### src/pidf_pkg.sv
// types, constants and saturation helpers for the multi-channel pid regulator
package pidf_pkg;

  // field and register widths
  localparam int CHAN_W    = 2;
  localparam int VAL_W     = 24;
  localparam int DRIVE_W   = 32;
  localparam int GAIN_W    = 24;
  localparam int BETA_W    = 17;
  localparam int CFG_IDX_W = 2;
  localparam int CFG_W     = 24;

  // internal datapath widths
  localparam int ERR_W   = 25;
  localparam int DIFF_W  = 26;
  localparam int STATE_W = 40;
  localparam int SPLIT_W = 20;
  localparam int MX_W    = 33;
  localparam int MY_W    = 25;
  localparam int PROD_W  = MX_W + MY_W;
  localparam int ACC_W   = 66;
  localparam int OSUM_W  = 50;

  // operation codes
  localparam logic OP_SAMPLE   = 1'b0;
  localparam logic OP_SETPOINT = 1'b1;

  // configuration register indexes
  localparam logic [CFG_IDX_W-1:0] CFG_GAIN_P = 2'd0;
  localparam logic [CFG_IDX_W-1:0] CFG_GAIN_I = 2'd1;
  localparam logic [CFG_IDX_W-1:0] CFG_GAIN_D = 2'd2;
  localparam logic [CFG_IDX_W-1:0] CFG_SMOOTH = 2'd3;

  // fixed coefficients
  localparam logic signed [MY_W-1:0] STEP_002    = 25'sd1311;
  localparam logic signed [MY_W-1:0] DERIV_SCALE = 25'sd50;
  localparam logic [BETA_W-1:0]      BETA_ONE    = 17'd65536;
  localparam logic [BETA_W-1:0]      BETA_RESET  = 17'd45875;

  // accumulator operations
  localparam logic [1:0] ACC_NONE  = 2'd0;
  localparam logic [1:0] ACC_FIRST = 2'd1;
  localparam logic [1:0] ACC_ADD   = 2'd2;

  // rounding shifts
  localparam logic [1:0] RND_NONE = 2'd0;
  localparam logic [1:0] RND_8    = 2'd1;
  localparam logic [1:0] RND_16   = 2'd2;
  localparam logic [1:0] RND_24   = 2'd3;

  typedef struct packed {
    logic                     operation;
    logic [CHAN_W-1:0]        channel;
    logic signed [VAL_W-1:0]  value;
  } pidf_in_t;

  typedef struct packed {
    logic [CHAN_W-1:0]         out_channel;
    logic signed [DRIVE_W-1:0] drive;
  } pidf_out_t;

  // controls for the shared multiply-accumulate unit
  typedef struct packed {
    logic       mul_en;
    logic [1:0] acc_op;
    logic       acc_sh;
    logic [1:0] rnd_op;
  } mac_ctrl_t;

  // clamp to the signed state range
  function automatic logic signed [STATE_W-1:0] sat_state(input logic signed [ACC_W:0] v);
    logic signed [ACC_W:0] max_v;
    logic signed [ACC_W:0] min_v;
    max_v = {{(ACC_W-STATE_W+2){1'b0}}, {(STATE_W-1){1'b1}}};
    min_v = {{(ACC_W-STATE_W+2){1'b1}}, {(STATE_W-1){1'b0}}};
    if (v > max_v) begin
      sat_state = max_v[STATE_W-1:0];
    end else if (v < min_v) begin
      sat_state = min_v[STATE_W-1:0];
    end else begin
      sat_state = v[STATE_W-1:0];
    end
  endfunction

  // clamp to the signed drive range
  function automatic logic signed [DRIVE_W-1:0] sat_drive(input logic signed [OSUM_W-1:0] v);
    logic signed [OSUM_W-1:0] max_v;
    logic signed [OSUM_W-1:0] min_v;
    max_v = {{(OSUM_W-DRIVE_W+1){1'b0}}, {(DRIVE_W-1){1'b1}}};
    min_v = {{(OSUM_W-DRIVE_W+1){1'b1}}, {(DRIVE_W-1){1'b0}}};
    if (v > max_v) begin
      sat_drive = max_v[DRIVE_W-1:0];
    end else if (v < min_v) begin
      sat_drive = min_v[DRIVE_W-1:0];
    end else begin
      sat_drive = v[DRIVE_W-1:0];
    end
  endfunction

endpackage

### src/pidf_mac.sv
// shared multiplier, shifting accumulator and round-half-away rounder
module pidf_mac (
  input  logic                                 clk_i,
  input  logic                                 rst_ni,
  input  pidf_pkg::mac_ctrl_t                  ctrl_i,
  input  logic signed [pidf_pkg::MX_W-1:0]     x_i,
  input  logic signed [pidf_pkg::MY_W-1:0]     y_i,
  output logic signed [pidf_pkg::PROD_W-1:0]   prod_o,
  output logic signed [pidf_pkg::ACC_W-1:0]    rnd_o
);

  localparam logic signed [pidf_pkg::ACC_W-1:0] HALF_8  = pidf_pkg::ACC_W'(128);
  localparam logic signed [pidf_pkg::ACC_W-1:0] HALF_16 = pidf_pkg::ACC_W'(32768);
  localparam logic signed [pidf_pkg::ACC_W-1:0] HALF_24 = pidf_pkg::ACC_W'(8388608);

  logic signed [pidf_pkg::PROD_W-1:0] prod_d, prod_q;
  logic signed [pidf_pkg::ACC_W-1:0]  acc_d, acc_q;
  logic signed [pidf_pkg::ACC_W-1:0]  rnd_d, rnd_q;
  logic signed [pidf_pkg::ACC_W-1:0]  addend;
  logic signed [pidf_pkg::ACC_W-1:0]  neg_s;
  logic signed [pidf_pkg::ACC_W-1:0]  biased;
  logic                               rst_seen_q;

  // one multiply per cycle, registered while mul_en is set
  assign prod_d = pidf_pkg::PROD_W'(x_i) * pidf_pkg::PROD_W'(y_i);

  // upper partial products land one split width higher
  always_comb begin
    if (ctrl_i.acc_sh) begin
      addend = pidf_pkg::ACC_W'(prod_q) <<< pidf_pkg::SPLIT_W;
    end else begin
      addend = pidf_pkg::ACC_W'(prod_q);
    end
  end

  always_comb begin
    case (ctrl_i.acc_op)
      pidf_pkg::ACC_FIRST: acc_d = addend;
      pidf_pkg::ACC_ADD:   acc_d = acc_q + addend;
      default:             acc_d = acc_q;
    endcase
  end

  // round to nearest, halves away from zero
  assign neg_s = pidf_pkg::ACC_W'(acc_q[pidf_pkg::ACC_W-1]);

  always_comb begin
    case (ctrl_i.rnd_op)
      pidf_pkg::RND_8: begin
        biased = acc_q + HALF_8 - neg_s;
        rnd_d  = biased >>> 8;
      end
      pidf_pkg::RND_16: begin
        biased = acc_q + HALF_16 - neg_s;
        rnd_d  = biased >>> 16;
      end
      pidf_pkg::RND_24: begin
        biased = acc_q + HALF_24 - neg_s;
        rnd_d  = biased >>> 24;
      end
      default: begin
        biased = acc_q;
        rnd_d  = rnd_q;
      end
    endcase
  end

  // marks the unit out of reset; gates the datapath enables
  always_ff @(posedge clk_i or negedge rst_ni) begin
    if (!rst_ni) begin
      rst_seen_q <= 1'b0;
    end else begin
      rst_seen_q <= 1'b1;
    end
  end

  always_ff @(posedge clk_i) begin
    if (rst_seen_q && ctrl_i.mul_en) begin
      prod_q <= prod_d;
    end
    if (rst_seen_q) begin
      acc_q <= acc_d;
      rnd_q <= rnd_d;
    end
  end

  assign prod_o = prod_q;
  assign rnd_o  = rnd_q;

endmodule

### config.mk
export PLATFORM = sky130hd
export DESIGN_NAME = pidf_mac
export DESIGN_NICKNAME = d
export VERILOG_FILES = /design/src/pidf_pkg.sv /design/src/pidf_mac.sv
export SDC_FILE = /design/constraint.sdc
export NUM_CORES = 2
export LEC_CHECK = 0
export BUFFER_PORTS_ARGS = -buffer_cell sky130_fd_sc_hd__buf_2
export CAP_MARGIN = 20
export CORE_MARGIN = 3
export CORE_UTILIZATION = 45
export DETAILED_ROUTE_END_ITERATION = 10
export PLACE_DENSITY = 0.7
export SYNTH_ARGS = -nofsm -noshare
export SYNTH_HDL_FRONTEND = slang
export SYNTH_SLANG_ARGS = --single-unit
### constraint.sdc
create_clock -name clk_i -period 9.9 [get_ports clk_i]
set_clock_uncertainty 0.15 [all_clocks]
set_input_delay 0.495 -clock clk_i [delete_from_list [all_inputs] [get_ports clk_i]]
set_output_delay 0.495 -clock clk_i [all_outputs]
set_load 0.02 [all_outputs]
==> reports/metrics.yaml <==
path_max_fanout: 33
cp_cell_sequence: "buf_2 -> nand2_1 -> fa_1 -> inv_1 -> fa_1 -> inv_1 -> fa_1 -> fa_1 -> inv_1 -> fa_1 -> fa_1 -> inv_1 -> fa_1 -> inv_1 -> ha_1 -> a21o_1 -> a2111oi_0 -> nand2_1 -> a21oi_1 -> o211ai_1 -> a31o_2 -> a221o_1 -> a21oi_1 -> xnor2_1"
synth_area_leaders: "fa_1, edfxtp_1, ha_1, inv_1, and2_1"
ys_seq_elements: 183
htree_levels: 4
drc: 0
synth_adder_area_share: 0.439
r2r-start: "prod_o[0]$_DFFE_PP_"
rows: 117
synthesis.area_um2: 46800
yosys_warnings: 0
worst_setup_path_end_kind: "register"
gr-total-overflow: 0
initial_core_util: 0.457
crit_path_start_kind: "input port"
finalSetupViolCount: 0
synth_compound_area_frac: 0.122
synth_cell_types: 94
timing.final.crit_period_ns: 7.96
antenna_found_initial: 10
status: "finished, final reports clean"
grt_pass1_vias: 37900
muxShareOfSynthArea: 0.0188
synth_top_flop_cell: "edfxtp_1"
routed_via_density: 5.58
synth_nets: 6440
max_slew.worst_pin.slew_ns: 1.08
drt_iter0_drc: 3156
dp_hpwl_mm: 114
fin_cells: 6592
crit_start: "y_i[1]"
vias: 36800
max_freq_ghz: 0.126
cts_root_buf: "clkbuf_16"
crit_top_cell: "fa_1"
grt_pass1_wl_mm: 221
syn_inst: 5236
gp_congestion: 0.980
final.setup.worst_slack_ns: 1.94
cpPeakStageDelay_ns: 0.65
synth_top_area_share: 0.360
ctsResizeCount: 0
wl_per_cell_um: 21.3
cts_tree: "done"
ctsLongestPathBuffers: 2
path_buf_inv: 6
synth_xor_area_frac: 0.0512
required_ns: 9.97
place_area_um2: 48600
avgSynthCellArea_um2: 8.94
fin_nets: 6408
cap_violations: 0
slew_violations: 0
drive_gt1_frac: 0.0707
synth-simple-area-share: 0.153
finalHoldViolCount: 0
die_h_um: 329
cp.arrival_ns: 8.03
cts_sinks: 183
ys_seq_area_frac: 0.117
hp-class: "input port to asynchronous set/reset pin"
cpMaxStageDelayCell: "a2111oi_0"
crit_type: "input port to register"
wl_mm: 141
boundaryPins: 190
grt_start_max_net_pins: 82
syn_to_final_growth_pct: 5.22
max-slew-margin-rel: 0.271
async_flop_share: 0.00546
cp_top_family: "adder cells"
dieArea_um2: 108000
first_pass_iters: 8
grt_use_total: 0.264
grt_setup_unrepaired: "no"
worstSkewPairLatency_ns: 0.47
synth_edf_count: 182
coreArea_um2: 102000
die_width_um: 329
period_share: 0.804
synth_top_area_cell: "fa_1"
design_area_um2: 49300
dp_worst_setup_slack_ns: 1.56
clk_pin_slew_ns: 0.08
finalSetupTns_ns: 0
postRouteAntennaNets: 0
numCtsBuffers: 17
dp_cells: 6551
portBuffers: 189
synth_top_family_by_area: "adder cells"
cell type report:
class                   instances  area [µm²]
fillers                      9813       53200
multi-input cells            3844       36800
flip-flops and latches        183        5490
inverters                     944        3540
well taps                    1368        1710
repair buffers                214        1140
clock buffers                  17         425
clock inverters                15         184
diodes                          7        17.5
stage by stage:
step                utilization  hold WS [ns]
finish                    0.481         0.172
global route              0.481         0.176
CTS                       0.481         0.152
detailed placement        0.475         0.124
global placement          0.475         0.120
floorplan                     -        0.0494
flip-flops by register name (all words and copies together) (netlist names):
| register | count |
|---|---|
| prod_o | 58 |
| acc_q | 66 |
| rnd_o | 58 |
| rst_seen_q | 1 |
cells by family after synthesis:
kind of cell               Yosys count
AOI/OAI and AO/OA                  894
muxes                               79
other                                1
and+or+nand+nor                   1458
DFF                                183
xor gates and xnor gates           274
adders and majority gates         1138
buffers and inverters             1209
path summary, 6_finish.rpt:
| kind | to | slack (ns) | depth (start not counted) |
|---|---|---|---|
| worst max register to register | acc_q[50]$_DFFE_PP_ | 4.97 | 16 |
| min in group clk_i | prod_o[0]$_DFFE_PP_ | 0.56 | 2 |
| worst min-delay path | rst_seen_q$_DFF_PN0_ | 0.17 | 2 |
| max in group asynchronous | rst_seen_q$_DFF_PN0_ | 9.34 | 2 |
| worst max-delay path | prod_o[56]$_DFFE_PP_ | 1.94 | 24 |
| worst min register to register | acc_q[0]$_DFFE_PP_ | 0.58 | 2 |
worst register-to-register path, stage by stage, from the launching register on:
cell       delay [ns]
edfxtp_1         0.54
nor2b_1          0.22
ha_1             0.18
inv_1            0.05
fa_1             0.40
nor2b_1          0.13
o21ai_1          0.10
a21o_1           0.21
a31oi_2          0.30
a211oi_1         0.20
nor4_1           0.49
o2111ai_1        0.22
o21ai_0          0.40
o21ai_0          0.27
o21ai_0          0.49
nand4_1          0.14
nor3b_1          0.18
synthesized netlist by cell type, types with 6 or more instances:
library cell	count
nor2b_1	43
edfxtp_1	182
clkbuf_1	220
a211oi_1	8
nor2_1	200
nor4_1	13
a21oi_1	302
fa_1	843
o21ai_1	14
buf_1	18
and2_1	419
a31oi_1	23
or3_1	6
o211ai_1	14
and3_1	16
o21ai_0	176
a41oi_1	10
o221ai_1	14
mux2_2	71
mux2i_1	8
xor2_1	69
a21boi_0	16
ha_1	295
nor3_1	24
nand2b_1	30
a21o_1	131
o31ai_1	7
o21a_1	30
buf_4	9
inv_1	944
a221o_1	17
o21bai_1	48
nand3_1	53
nand2_1	576
a22oi_1	10
buf_2	15
xnor2_1	205
nand4_1	48
a21oi_2	9
routing by layer:
metal,GRT usage,up-vias,wire [µm]
met5,0,-,30
met4,0.102,4,5640
li1,-,16500,-
met3,0.0551,273,12800
met2,0.414,1639,63000
met1,0.360,18300,59300
cells in the final DEF (no fill, tap or decap), drive strengths merged, types with 7 or more instances in the layout:
master / count
ha: 295
o21ai: 193
clkbuf: 18
o31ai: 8
a221o: 17
xor2: 69
or3: 7
o221ai: 15
nor3: 26
mux2: 71
mux2i: 8
nand4: 48
o211ai: 15
nor4: 13
nand3: 54
a31oi: 25
diode: 7
edfxtp: 182
and2: 419
a21oi: 312
nand2: 576
a211oi: 11
xnor2: 205
nand2b: 30
a21boi: 19
inv: 951
o21a: 30
nor2: 201
a21o: 131
nor2b: 43
o21bai: 48
a22oi: 11
a41oi: 11
buf: 212
fa: 843
and3: 16
repair_timing:
item | 4_1_cts | 5_1_grt
buffers inserted | 0 | 0
endpoints found under the hold margin | 1 | 0
hold buffers | 1 | 0
Power is left out: the tool's default activity adds up to more than one toggle a clock period on the data nets, which glitch-free logic cannot reach.
